`src/rtl/smap_pkg.sv`:
```
// Package: shared types and constants for the STUN mapped-address parser.
package smap_pkg;

  localparam int unsigned MaxBytesDefault = 1024;

  localparam int unsigned HdrLen = 20;
  localparam logic [31:0] MagicCookie = 32'h2112A442;
  localparam logic [15:0] AttrTypePlain = 16'h0001;
  localparam logic [15:0] AttrTypeXor = 16'h0020;
  localparam logic [15:0] MinAddrLen = 16'd8;

  typedef enum logic [1:0] {
    PH_HEADER   = 2'd0,
    PH_ATTR_HDR = 2'd1,
    PH_SKIP     = 2'd2,
    PH_CAPTURE  = 2'd3
  } phase_e;

  typedef enum logic [1:0] {
    ST_FOUND = 2'd0,
    ST_SHORT = 2'd1,
    ST_NONE  = 2'd2
  } status_e;

  typedef struct packed {
    phase_e      phase;
    logic [15:0] attr_type;
    logic [15:0] attr_len;
    logic [16:0] bytes_left;
    logic        captured;
    logic        cand_xor;
    logic [7:0]  cand_family;
    logic [15:0] cand_port;
    logic [31:0] cand_ip;
    logic [16:0] cand_end;
  } walk_state_t;

  localparam walk_state_t WalkReset = '{
    phase:       PH_HEADER,
    attr_type:   16'd0,
    attr_len:    16'd0,
    bytes_left:  17'd0,
    captured:    1'b0,
    cand_xor:    1'b0,
    cand_family: 8'd0,
    cand_port:   16'd0,
    cand_ip:     32'd0,
    cand_end:    17'd0
  };

endpackage

```
`src/rtl/smap_attr_walk.sv`:
```
// Per-byte next-state logic of the attribute walk (header skip, TLV walk, capture).
module smap_attr_walk import smap_pkg::*; #(
  parameter int unsigned CntW = 11
) (
  input  logic [CntW-1:0] byte_count_i,  // count including the current byte
  input  logic [7:0]      data_byte_i,
  input  walk_state_t     state_i,
  output walk_state_t     state_o
);

  logic [1:0]  hdr_idx;
  logic [2:0]  hdr_left;
  logic [15:0] type_nxt;
  logic [15:0] len_nxt;
  logic [16:0] padded;
  logic [3:0]  cap_off;

  always_comb begin
    hdr_left = state_i.bytes_left[2:0] - 3'd1;
    hdr_idx  = 2'(3'd4 - state_i.bytes_left[2:0]);
    type_nxt = state_i.attr_type;
    len_nxt  = state_i.attr_len;
    if (!hdr_idx[1]) begin
      type_nxt = {state_i.attr_type[7:0], data_byte_i};
    end else begin
      len_nxt = {state_i.attr_len[7:0], data_byte_i};
    end
    padded  = (17'(len_nxt) + 17'd3) & ~17'd3;
    cap_off = 4'(5'd8 - 5'(state_i.bytes_left));
  end

  always_comb begin
    state_o = state_i;
    case (state_i.phase)
      PH_HEADER: begin
        if (byte_count_i >= CntW'(HdrLen)) begin
          state_o.phase      = PH_ATTR_HDR;
          state_o.bytes_left = 17'd4;
        end
      end
      PH_ATTR_HDR: begin
        state_o.attr_type  = type_nxt;
        state_o.attr_len   = len_nxt;
        state_o.bytes_left = 17'(hdr_left);
        if (hdr_left == 3'd0) begin
          if ((type_nxt == AttrTypePlain || type_nxt == AttrTypeXor) &&
              len_nxt >= MinAddrLen) begin
            state_o.captured   = 1'b1;
            state_o.cand_xor   = (type_nxt == AttrTypeXor);
            state_o.cand_end   = 17'(byte_count_i) + 17'(len_nxt);
            state_o.phase      = PH_CAPTURE;
            state_o.bytes_left = 17'd8;
          end else if (padded == 17'd0) begin
            state_o.bytes_left = 17'd4;
          end else begin
            state_o.phase      = PH_SKIP;
            state_o.bytes_left = padded;
          end
        end
      end
      PH_SKIP: begin
        if (state_i.bytes_left <= 17'd1) begin
          state_o.phase      = PH_ATTR_HDR;
          state_o.bytes_left = 17'd4;
        end else begin
          state_o.bytes_left = state_i.bytes_left - 17'd1;
        end
      end
      PH_CAPTURE: begin
        // value bytes: reserved, family, port (2), address (4)
        if (state_i.bytes_left != 17'd0 && state_i.bytes_left <= 17'd8) begin
          if (cap_off == 4'd1) begin
            state_o.cand_family = data_byte_i;
          end else if (cap_off == 4'd2 || cap_off == 4'd3) begin
            state_o.cand_port = {state_i.cand_port[7:0], data_byte_i};
          end else if (cap_off >= 4'd4) begin
            state_o.cand_ip = {state_i.cand_ip[23:0], data_byte_i};
          end
          state_o.bytes_left = state_i.bytes_left - 17'd1;
        end
      end
      default: begin
        state_o = state_i;
      end
    endcase
  end

endmodule

```
`src/rtl/stun_mapped_address_parser_core.sv`:
```
// Top level: STUN mapped-address parser, one message byte per transfer.
//
// Input channel: one message byte per transfer (data_byte_i) with last_byte_i
// on the final byte. The first 20 bytes are the STUN header; after it the
// attributes are walked and the first MAPPED-ADDRESS or XOR-MAPPED-ADDRESS
// with length of at least 8 is captured (XOR form unmasked with the cookie).
// Bytes past MAX_BYTES are ignored except for their last flag.
// Output channel: one result per message, registered, valid in the cycle after
// the transfer of the last byte.
// Throughput: one byte per cycle; the per-byte step is a single pass of logic
// between the walk state registers and the result register.
// When the receiver stalls, the result holds in the output register; bytes
// keep flowing, and only a last byte is held off until the result is taken.
// Reset clears the walk state and the output valid; the walk state also
// returns to reset after every last byte, ready for the next message.
module stun_mapped_address_parser_core import smap_pkg::*; #(
  parameter int unsigned MAX_BYTES = MaxBytesDefault
) (
  input  logic        clk_i,
  input  logic        rst_ni,
  input  logic        in_valid_i,
  output logic        in_stall_o,
  input  logic [7:0]  data_byte_i,
  input  logic        last_byte_i,
  output logic        out_valid_o,
  input  logic        out_stall_i,
  output logic [1:0]  status_o,
  output logic        xor_form_o,
  output logic [7:0]  addr_family_o,
  output logic [15:0] mapped_port_o,
  output logic [31:0] mapped_ip_o
);

  localparam int unsigned CntW = $clog2(MAX_BYTES + 1);

  logic [CntW-1:0] byte_count_q, byte_count_d, count_inc;
  walk_state_t     walk_q, walk_d, walk_step;
  logic            in_xfer, counted, done;

  logic            out_valid_q, out_valid_d;
  status_e         status_q, status_d;
  logic            xor_form_q, xor_form_d;
  logic [7:0]      family_q, family_d;
  logic [15:0]     port_q, port_d;
  logic [31:0]     ip_q, ip_d;

  assign in_stall_o = out_valid_q && out_stall_i && last_byte_i;
  assign in_xfer    = in_valid_i && !in_stall_o;
  assign done       = in_xfer && last_byte_i;
  assign counted    = byte_count_q < CntW'(MAX_BYTES);
  assign count_inc  = byte_count_q + CntW'(1);

  smap_attr_walk #(
    .CntW(CntW)
  ) u_walk (
    .byte_count_i(count_inc),
    .data_byte_i (data_byte_i),
    .state_i     (walk_q),
    .state_o     (walk_step)
  );

  // next walk state and result fields
  always_comb begin
    byte_count_d = byte_count_q;
    walk_d       = walk_q;
    if (in_xfer && counted) begin
      byte_count_d = count_inc;
      walk_d       = walk_step;
    end

    status_d   = ST_NONE;
    xor_form_d = 1'b0;
    family_d   = 8'd0;
    port_d     = 16'd0;
    ip_d       = 32'd0;
    if (byte_count_d < CntW'(HdrLen)) begin
      status_d = ST_SHORT;
    end else if (walk_d.captured && walk_d.cand_end <= 17'(byte_count_d)) begin
      status_d   = ST_FOUND;
      xor_form_d = walk_d.cand_xor;
      family_d   = walk_d.cand_family;
      if (walk_d.cand_xor) begin
        port_d = walk_d.cand_port ^ MagicCookie[31:16];
        ip_d   = walk_d.cand_ip ^ MagicCookie;
      end else begin
        port_d = walk_d.cand_port;
        ip_d   = walk_d.cand_ip;
      end
    end

    if (done) begin
      byte_count_d = '0;
      walk_d       = WalkReset;
    end
  end

  always_comb begin
    out_valid_d = out_valid_q && out_stall_i;
    if (done) begin
      out_valid_d = 1'b1;
    end
  end

  always_ff @(posedge clk_i or negedge rst_ni) begin
    if (!rst_ni) begin
      byte_count_q <= '0;
      walk_q       <= WalkReset;
      out_valid_q  <= 1'b0;
    end else begin
      byte_count_q <= byte_count_d;
      walk_q       <= walk_d;
      out_valid_q  <= out_valid_d;
    end
  end

  always_ff @(posedge clk_i) begin
    if (done) begin
      status_q   <= status_d;
      xor_form_q <= xor_form_d;
      family_q   <= family_d;
      port_q     <= port_d;
      ip_q       <= ip_d;
    end
  end

  assign out_valid_o   = out_valid_q;
  assign status_o      = status_q;
  assign xor_form_o    = xor_form_q;
  assign addr_family_o = family_q;
  assign mapped_port_o = port_q;
  assign mapped_ip_o   = ip_q;

  a_result_follows_last: assert property (@(posedge clk_i) disable iff (!rst_ni)
    (in_valid_i && !in_stall_o && last_byte_i) |=> out_valid_o)
    else $error("no result after last byte transfer");

  a_count_cleared: assert property (@(posedge clk_i) disable iff (!rst_ni)
    (in_valid_i && !in_stall_o && last_byte_i) |=> (byte_count_q == '0))
    else $error("byte count not cleared after message end");

  a_header_done: assert property (@(posedge clk_i) disable iff (!rst_ni)
    (walk_q.phase != PH_HEADER) |-> (byte_count_q >= CntW'(HdrLen)))
    else $error("attribute walk started inside the header");

  a_empty_fields: assert property (@(posedge clk_i) disable iff (!rst_ni)
    (out_valid_o && status_o != ST_FOUND) |->
      (!xor_form_o && addr_family_o == 8'd0 && mapped_port_o == 16'd0 &&
       mapped_ip_o == 32'd0))
    else $error("address fields set without a found address");

endmodule
```
`config.mk`:
```
export PLATFORM = sky130hd
export DESIGN_NAME = stun_mapped_address_parser_core
export DESIGN_NICKNAME = d
export VERILOG_FILES = /design/src/rtl/smap_pkg.sv /design/src/rtl/smap_attr_walk.sv /design/src/rtl/stun_mapped_address_parser_core.sv
export SDC_FILE = /design/constraint.sdc
export NUM_CORES = 1
export LEC_CHECK = 0
export ABC_CLOCK_PERIOD_IN_PS = 9380
export BUFFER_PORTS_ARGS = -buffer_cell sky130_fd_sc_hd__buf_2
export CAP_MARGIN = 10
export CORE_MARGIN = 2
export CORE_UTILIZATION = 45
export CTS_CLUSTER_DIAMETER = 120
export DETAILED_ROUTE_END_ITERATION = 16
export GPL_TIMING_DRIVEN = 0
export PLACE_DENSITY_LB_ADDON = 0.2
export SKIP_LAST_GASP = 1
export SLEW_MARGIN = 20
export SYNTH_ARGS = -nofsm -noshare
export SYNTH_HDL_FRONTEND = slang
export SYNTH_HIERARCHICAL = 1
export SYNTH_SLANG_ARGS = --single-unit
```
`constraint.sdc`:
```
create_clock -name clk_i -period 9.38 [get_ports clk_i]
set_input_delay 2.814 -clock clk_i [delete_from_list [all_inputs] [get_ports clk_i]]
set_output_delay 2.814 -clock clk_i [all_outputs]
set_load 0.01 [all_outputs]
```
* Word-level counts from Yosys, hierarchy flattened *
Cells that the tools add are included.
W data, S select, Z words.

storage, ports and cells
  flip-flop bits (word level) = 197

cells by class
  $lt $le $gt $ge = 8
  add/subtract/negate cells = 7
  bitwise operators = 3
  eq/ne operators = 13
  muxes and demuxes = 36
  reduce and logical (&&, ||, !) cells = 22

operator list
  cell                     number
  $mux W126                2
  $mux W17                 8
  $mux W56                 2
  $mux W32                 3
  $pmux W17 S4             1
  $mux W16                 3
  $mux W48                 1
  $mux W30                 1
  $mux W11                 2
  $mux W19                 1
  $add A11 B16 Y17         1
  $add A16 B2 Y17 const B  1
  $le A17 B1 Y1 const B    1
  $le A17 B11 Y1           1
  $le A17 B4 Y1 const B    1
  $logic_not A17 Y1        1
  $reduce_bool A17 Y1      1
  $sub A17 B1 Y17 const B  1
  $eq A16 B1 Y1 const B    1
  $eq A16 B6 Y1 const B    1
  $ge A16 B4 Y1 const B    1
  $mux W2                  8
  $mux W14                 1
  $ne A3 B2 Y1 const B     4
  other kinds (30)         41

* Longest topological paths before layout *
Gate-level depths: netlist of run 1.

  depth in word-level cells = 13
  mapped depth = 25
  mapped depth without buffers = 20

* By module *
The synthesis of run 1 kept the hierarchy.

modules (own cells, without submodules)
  module                           area an instance (um^2)  times used  cells each
  stun_mapped_address_parser_core  8459.4                   1           674
  smap_attr_walk                   3440.8                   1           509

* Worst setup path before layout of run 1 *
OpenSTA, ideal clock, no wires.

  path type = input port to flip-flop
  start point = input data_byte_i[3]
  end point = register family_q[0], in the netlist addr_family_o[0] (data pin)
  arrival time = 6.390 ns
  slack = 2.832 ns
  cell stages on the path = 19
  library setup time = 0.158 ns
  buffers on the path = 2
  required time = 9.222 ns
  path through = mux2i_1 > inv_1 > ha_1 > nand2_1 > o311ai_0 > o211ai_1 > nand3_1 > xnor2_1 > mux2_2 > nand2_1 > nand2_1 > ha_1 > a21oi_1 > o211ai_1 > a211o_1 > a221o_1 > buf_2 > buf_4 > a211oi_2

RTL lines
  item                  RTL line                                text
  from (decl)           stun_mapped_address_parser_core.sv:23   input logic [7:0] data_byte_i,
  to (signal assigned)  stun_mapped_address_parser_core.sv:120  family_q <= family_d;
  to (decl)             stun_mapped_address_parser_core.sv:43   logic [7:0] family_q, family_d;

==> results of run 1 <==
[state kept, by name (all words and copies together) (netlist names)]
name           cells
xor_form_o         1
mapped_port_o     16
status_o           2
mapped_ip_o       32
byte_count_q      11
walk_q           126
addr_family_o      8
out_valid_o        1
[per-layer routing]
| metal | vias up | wire, µm | track usage [%] |
|---|---|---|---|
| li1 | 4522 | - | - |
| met1 | 4894 | 16100 | 34.6 |
| met2 | 272 | 15200 | 37.5 |
| met3 | 36 | 1560 | 3.40 |
| met4 | 0 | 489 | 5.25 |
| met5 | - | 0 | 0 |
[synth_stat cells, types with 9 or more instances]
cell type,number
dfrtp_1,138
nand2_1,127
nor2_1,117
mux2_2,75
mux2i_1,71
o21ai_0,66
edfxtp_1,59
a211oi_1,52
a22o_1,52
a21oi_1,42
xnor2_1,42
clkbuf_1,39
ha_1,28
inv_1,23
buf_2,20
nand3_1,20
nor3_1,16
nand4_1,15
xor2_1,14
a211oi_2,10
buf_1,10
nor4_1,10
a31oi_1,9
or3_1,9
[per-stage QoR]
step                      hold WS [ns]  util (%)  power [µW]  std cells  worst slack (ns)
after detailed placement         0.490      49.0        1110       1591              1.36
after global routing             0.534      51.5        1940       1623              1.62
after CTS                        0.516      51.5        1880       1623              1.81
final                            0.510      51.5        1870       1623              1.78
after floorplan                  0.471         -        1040       1183              2.83
after global placement           0.488      48.8        1100       1589              1.41
[area by class of cell]
| class | count | area share, % |
|---|---|---|
| Timing Repair Buffer | 73 | 3.09 |
| Clock inverter | 15 | 1.62 |
| Inverter | 24 | 0.673 |
| Multi-Input combinational cell | 881 | 46.3 |
| Sequential cell | 197 | 39.1 |
| Tap cell | 335 | 3.13 |
| Clock buffer | 17 | 3.18 |
| Buffer | 81 | 2.92 |
[power breakdown]
part | internal [µW] | switching (µW) | leakage, µW
registers | 897 | 8.24 | 0.00249
clock network | 374 | 409 | 0.000303
logic | 57.3 | 128 | 0.00303
total | 1330 | 545 | 0.00582
[kinds of logic after synthesis]
kind of cell | count (synthesis)
simple gates | 364
xor+xnor | 56
buf+inv | 105
mux | 150
flops | 197
fa+ha+maj | 28
compound gates | 283
[worst paths after layout]
path | depth (start not counted) | slack (ns) | end
max in group asynchronous | 2 | 6.29 | byte_count_q[3]
min in group asynchronous | 1 | 2.30 | walk_q[84]
max reg2reg | 23 | 2.81 | mapped_port_o[3]
max | 18 | 1.78 | mapped_port_o[3]
min | 1 | 0.51 | walk_q[77]
min reg2reg | 1 | 0.51 | walk_q[77]
==> impl_metrics.tcl, run 1 <==
set metrics [dict create \
    status "complete, no violations" \
    synth_compound_area_share_pct 16.8 \
    end_kind "flip-flop" \
    cts-htree-levels 4 \
    antennaDiodeCount 0 \
    synthTopCellsByArea "dfrtp_1, edfxtp_1, mux2_2" \
    gp_congestion 0.895 \
    area_growth_pct 12.4 \
    worst_skew_pair.late_latency_ns 0.46 \
    ios 74 \
    ant_nets 0 \
    cts_hold_buf 0 \
    netlist.area_leader.share_pct 29.0 \
    drc 0 \
    synth_area_mm2 0.0119 \
    cts_tree "built" \
    startpoint_type "input port" \
    worst_pin_slew_ns 0.889 \
    final.period_utilization_pct 81.0 \
    skew_ns 0.0238 \
    final_nets 1316 \
    synth_mux_area_share_pct 13.5 \
    crit_top_cell "nand2_1" \
    ys_warn_count 6 \
    grt_usage_pct 23.7 \
    p_per_area_mw_per_mm2 140 \
    cts_resized 0 \
    path_delay_family "compound AO/OA/AOI/OAI gates" \
    n_fill_cell 2387 \
    final_area_mm2 0.0134 \
    max-slew-margin-rel_pct 40.5 \
    rsz0062_at_grt "no" \
    synth-edff-count 59 \
    cp_cell_sequence "clkbuf_1 -> mux2i_1 -> o211ai_1 -> or4_1 -> nand4_1 -> clkbuf_1 -> nand2_1 -> o21ai_0 -> nand2_1 -> nand2_1 -> ha_1 -> a21oi_1 -> o211ai_1 -> a211o_1 -> a221o_1 -> buf_2 -> buf_6 -> a211oi_1" \
    first_pass_iters 5 \
    antenna_found_initial 0 \
    seqCellArea_mm2 0.00523 \
    multi_input_area_mm2 0.00620 \
    hold_path_class "flip-flop to flip-flop" \
    final-hold-violation-count 0 \
    crit_start "data_byte_i[5]" \
    fp.dieArea_mm2 0.0278 \
    seq_area_frac_synth_pct 43.9 \
    cellLeakagePower_uw 0.00582 \
    die_w_um 167 \
    r2r_start "walk_q[75]" \
    clockBufferDepth 2 \
    finalSetupViolCount 0 \
    post-cts-setup-buffers 0 \
    fp.dieH_um 167 \
    drt-vias-per-instance 5.99 \
    synthArstFlopShare_pct 70.1 \
    place_area_mm2 0.0127 \
    cts.sinks 197 \
    synth_xor_area_share_pct 4.12 \
    synth_fp_nets 1224 \
    synthAdderAreaFrac_pct 2.94 \
    vias 9724 \
    root_buffer "clkbuf_16" \
    slowest_stage "mux2i_1" \
    rows 59 \
    final_cell_mix "dfrtp_1, nand2_1, nor2_1, buf_2, mux2_2" \
    grt_pass1_vias 9283 \
    totalNegativeSetupSlack_ns 0 \
    clkTransAtPathRegs_ns 0.08 \
    grt_pass1_wl_um 52200 \
    wire_per_inst_um 20.6 \
    synth-simple-area-share_pct 14.8 \
    cap_viol_max_count 0 \
    port_buffers 71 \
    gr-total-overflow 0 \
    synth_top_family_by_area "compound AO/OA/AOI/OAI gates" \
    critPathBufInv 4 \
    irDropWorstVdd_uv 105 \
    synthCells 1183 \
    fmax_mhz 132 \
    crit_type "input port to flip-flop" \
    hold_start "walk_q[77]" \
    yosysTopAreaCell "dfrtp_1" \
    drt_iter0_markers 830 \
    ys_seq_elements 197 \
    start_util_pct 45.8 \
    final_common_cell "dfrtp_1" \
    ys.flop_type "dfrtp_1" \
    synth_cell_types 77 \
    worstPathMaxFanout 10 \
    drv_slew 0 \
    synth_area_per_cell_um2 10.1 \
    slowest_delay_ns 0.61 \
    fin_crit_ns 7.60 \
    layout-drive-gt1-share_pct 19.2 \
    cp.required_ns 9.58 \
    routed_wl_um 33400 \
    dp_hpwl_um 23600 \
    worstPathArrival_ns 7.80 \
    numCtsBuffers 17 \
    fp.coreArea_mm2 0.0260 \
    grt_start_max_net_pins 78 \
]
Note: power is estimated with default switching activity, not from simulation.
==> run 2: changes to the inputs <==
Settings changed: ABC_CLOCK_PERIOD_IN_PS 9380 to 6700.
Clock period 9.38 ns to 6.7 ns, I/O delays scaled along.
==> impl_metrics.tcl, run 2 (same netlist as run 1, synthesis figures left out) <==
set metrics [dict create \
    worst_pin_slew_ns 0.975 \
    rsz0062_at_grt "no" \
    layout-drive-gt1-share_pct 19.5 \
    cts.sinks 197 \
    cap_viol_max_count 0 \
    grt_pass1_vias 9288 \
    r2r_start "walk_q[75]" \
    fp.dieArea_mm2 0.0278 \
    combPwrFrac_pct 9.9 \
    die_w_um 167 \
    final_core_util_pct 51.5 \
    grt_pass1_wl_um 52300 \
    clockBufferDepth 2 \
    worstPathMaxFanout 10 \
    ios 74 \
    port_buffers 71 \
    n_fill_cell 2386 \
    max-slew-margin-rel_pct 34.8 \
    drv_slew 0 \
    fp.coreArea_mm2 0.0260 \
    first_pass_iters 5 \
    antenna_found_initial 0 \
    worstPathArrival_ns 6.78 \
    clkTransAtPathRegs_ns 0.08 \
    cp.required_ns 6.88 \
    crit_start "data_byte_i[5]" \
    drt_iter0_markers 905 \
    irDropWorstVdd_uv 148 \
    crit_type "input port to flip-flop" \
    netSwitchingFraction_pct 29.1 \
    drt-vias-per-instance 5.99 \
    fin_crit_ns 6.60 \
    ant_nets 0 \
    worst_skew_pair.late_latency_ns 0.45 \
    p_sw_uw 762 \
    routed_wl_um 33300 \
    post-cts-setup-buffers 0 \
    start_util_pct 45.8 \
    cts_hold_buf 0 \
    root_buffer "clkbuf_16" \
    final_nets 1316 \
    cellLeakagePower_uw 0.00583 \
    status "complete, no violations" \
    fp.dieH_um 167 \
    final_area_mm2 0.0134 \
    rows 59 \
    dp_hpwl_um 23600 \
    vias 9726 \
    cts-htree-levels 4 \
    final.period_utilization_pct 98.4 \
    power_frac_clock_pct 41.7 \
    top_register "walk_q" \
    internal_power_uw 1860 \
    p_per_area_mw_per_mm2 196 \
    largest_reg_flops 126 \
    antennaDiodeCount 0 \
    hold_path_class "flip-flop to flip-flop" \
    place_area_mm2 0.0127 \
    gp_congestion 0.895 \
    skew_ns 0.0225 \
    area_growth_pct 12.5 \
    fin_ws_ns 0.105 \
    cts_tree "built" \
    fmax_mhz 152 \
    final-hold-violation-count 0 \
    power_frac_seq_pct 48.4 \
    startpoint_type "input port" \
    post-place-ws_ns -0.519 \
    gr-total-overflow 0 \
    final_cell_mix "dfrtp_1, nand2_1, nor2_1, buf_2, mux2_2" \
    finalSetupViolCount 0 \
    end_kind "flip-flop" \
    hold_start "walk_q[77]" \
    numCtsBuffers 17 \
    grt_start_max_net_pins 78 \
    hold-worst-slack_ns 0.511 \
    grt_usage_pct 23.7 \
    drc 0 \
    wire_per_inst_um 20.5 \
    final_common_cell "dfrtp_1" \
]
## run 2: changes by cell type in the layout (fill, tap and decap cells not counted), sizes merged
| cell | delta |
|---|---|
| clkbuf | +1 |
| buf | -1 |
## run 2: final cells by class
type	count	area, µm²	area share, %
Sequential cell	197	5230	39.0
Tap cell	335	419	3.13
Inverter	24	90.1	0.673
Clock buffer	17	425	3.18
Clock inverter	15	216	1.62
Buffer	81	393	2.93
Timing Repair Buffer	73	413	3.08
Multi-Input combinational cell	881	6210	46.4
## run 2: power groups by stage
stage               registers [µW]  logic [µW]  clock network, µW
global placement              1290         250                  0
detailed placement            1290         258                  0
global route                  1270         284               1160
finish                        1270         260               1090
floorplan                     1300         152                  0
CTS                           1270         260               1110
## run 2: final timing paths
path / to / slack, ns / cells past startpoint
max: mapped_port_o[3] / 0.10 / 17
min: walk_q[77] / 0.51 / 1
max reg2reg: mapped_port_o[3] / 0.40 / 25
min reg2reg: walk_q[77] / 0.51 / 1
max in group asynchronous: byte_count_q[3] / 4.41 / 2
min in group asynchronous: walk_q[84] / 1.50 / 1
## run 2: per-stage QoR
| stage | total power [µW] | TNS (ns) | cells |
|---|---|---|---|
| after floorplan | 1450 | 0 | 1183 |
| after CTS | 2640 | 0 | 1623 |
| after global routing | 2710 | 0 | 1623 |
| final | 2620 | 0 | 1623 |
| after detailed placement | 1550 | -14.35 | 1591 |
| after global placement | 1550 | -10.74 | 1589 |
## run 2: critical path: stages
cell	delay (ns)
clkbuf_1	0.29
mux2i_2	0.47
o211ai_1	0.23
or4_1	0.58
nand4_1	0.19
buf_2	0.36
mux2_2	0.38
nand2_1	0.07
nand2_1	0.06
ha_1	0.21
a21oi_1	0.20
o211ai_1	0.13
a211o_1	0.29
a221o_1	0.43
buf_2	0.26
buf_6	0.18
a211oi_1	0.40
## run 2: timing repair
| action | CTS | global route |
|---|---|---|
| pin swaps | 0 | 0 |
| resized for setup | 2 | 4 |
| endpoints found under the setup margin | 3 | 6 |
## run 2: per-layer routing
metal	global-route usage (%)	wire, µm
met1	34.6	15900
met3	3.40	1770
met5	0	0
met4	5.25	537
met2	37.5	15100
==> run 3: changes to the inputs <==
Settings changed: MAX_ROUTING_LAYER set to met4.
==> impl_metrics.tcl, run 3 (same netlist as run 1, synthesis figures left out) <==
set metrics [dict create \
    startpoint_type "input port" \
    ant_nets 0 \
    cts_hold_buf 0 \
    final-hold-violation-count 0 \
    grt_pass1_vias 9203 \
    worstPathArrival_ns 6.58 \
    wire_per_inst_um 20.5 \
    final_common_cell "dfrtp_1" \
    start_util_pct 45.8 \
    port_buffers 71 \
    largest_reg_flops 126 \
    crit_type "input port to flip-flop" \
    drv_slew 0 \
    rows 59 \
    fp.coreArea_mm2 0.0260 \
    finalSetupViolCount 0 \
    hold_path_class "flip-flop to flip-flop" \
    drc 0 \
    drt-vias-per-instance 5.97 \
    antennaDiodeCount 0 \
    p_per_area_mw_per_mm2 197 \
    root_buffer "clkbuf_16" \
    cellLeakagePower_uw 0.00584 \
    ios 74 \
    grt_usage_pct 24.5 \
    gp_congestion 0.914 \
    final_core_util_pct 51.5 \
    first_pass_iters 5 \
    reg2reg_depth 25 \
    rsz0062_at_grt "no" \
    grt_start_max_net_pins 82 \
    fmax_mhz 157 \
    seqCellArea_mm2 0.00523 \
    layout-drive-gt1-share_pct 19.6 \
    p_total_uw 2630 \
    slowest_delay_ns 0.57 \
    grt_pass1_wl_um 52300 \
    cts_tree "built" \
    die_w_um 167 \
    vias 9696 \
    final.period_utilization_pct 95.0 \
    cap_viol_max_count 0 \
    final_cell_mix "dfrtp_1, nand2_1, nor2_1, buf_2, mux2_2" \
    cts.sinks 197 \
    antenna_found_initial 0 \
    fp.dieArea_mm2 0.0278 \
    post-cts-setup-buffers 0 \
    cts-htree-levels 4 \
    dp_hpwl_um 23500 \
    final_nets 1316 \
    skew_ns 0.0220 \
    cp.required_ns 6.91 \
    min_path_cells 1 \
    fp.dieH_um 167 \
    worst_pin_slew_ns 0.875 \
    area_growth_pct 12.5 \
    max-slew-margin-rel_pct 41.1 \
    clkTransAtPathRegs_ns 0.08 \
    clockBufferDepth 2 \
    n_fill_cell 2386 \
    gr-total-overflow 0 \
    status "complete, no violations" \
    routed_wl_um 33200 \
    multi_input_area_mm2 0.00623 \
    irDropWorstVdd_uv 183 \
    slowest_stage "or4_1" \
    numCtsBuffers 17 \
    end_kind "flip-flop" \
    fin_crit_ns 6.37 \
    cp_cell_sequence "clkbuf_1 -> mux2i_4 -> o211ai_1 -> or4_1 -> nand4_1 -> buf_2 -> mux2_2 -> nand2_1 -> nand2_1 -> ha_1 -> a21oi_1 -> o211ai_1 -> a211o_1 -> a221o_1 -> buf_2 -> buf_6 -> a211oi_1" \
    top_register "walk_q" \
    worstPathMaxFanout 10 \
    drt_iter0_markers 1072 \
    worst_skew_pair.late_latency_ns 0.46 \
]
[run 3: what timing repair did]
action	in CTS	in global routing
cloned	0	0
endpoints found under the hold margin	0	0
gates resized for setup	2	7
setup endpoints to repair	1	12
pin swaps	0	0
[run 3: worst paths after layout]
path                           startpoint  slack (ns)               end
max reg2reg                    walk_q[75]        0.53  mapped_port_o[5]
min reg2reg                    walk_q[78]        0.52        walk_q[78]
min in group asynchronous          rst_ni        1.48        walk_q[85]
max in group asynchronous          rst_ni        4.42        walk_q[40]
max                        data_byte_i[5]        0.33  mapped_port_o[5]
min                            walk_q[78]        0.52        walk_q[78]
[run 3: per-layer routing]
metal / GRT usage, % / up-vias / wire length, µm
li1: - / 4539 / -
met1: 34.7 / 4841 / 15700
met2: 37.1 / 280 / 15300
met3: 3.94 / 36 / 1760
met4: 5.51 / 0 / 455
met5: - / - / 0
[run 3: stage by stage]
stage	setup slack, ns	cell area, µm²	hold WS [ns]	setup TNS, ns	cells
CTS	0.147	13400	0.517	0	1623
finish	0.332	13400	0.516	0	1623
global placement	-0.489	12700	0.489	-12.15	1589
floorplan	0.956	11900	0.471	0	1183
global route	0.0357	13400	0.525	0	1623
detailed placement	-0.482	12700	0.491	-10.77	1591
[run 3: critical path, delay by kind of cell]
family                     cells  cell delay, ns
buffers and inverters          4            1.11
muxes                          2            0.75
adders and majority gates      1            0.21
AOI/OAI and AO/OA              6            1.58
and+or+nand+nor                4            0.90
[run 3: power breakdown]
part	leakage (µW)	switching, µW	total (µW)	internal (µW)
clock network	0.000306	556	1100	547
registers	0.00249	11.5	1270	1260
logic	0.00304	181	261	79.8
total	0.00584	749	2630	1880
[run 3: layout make-up]
| cell class | instances | area share (%) |
|---|---|---|
| Buffer | 81 | 2.93 |
| Clock buffer | 17 | 3.18 |
| Clock inverter | 15 | 1.49 |
| Inverter | 24 | 0.673 |
| Multi-Input combinational cell | 881 | 46.5 |
| Sequential cell | 197 | 39.0 |
| Tap cell | 335 | 3.13 |
| Timing Repair Buffer | 73 | 3.08 |
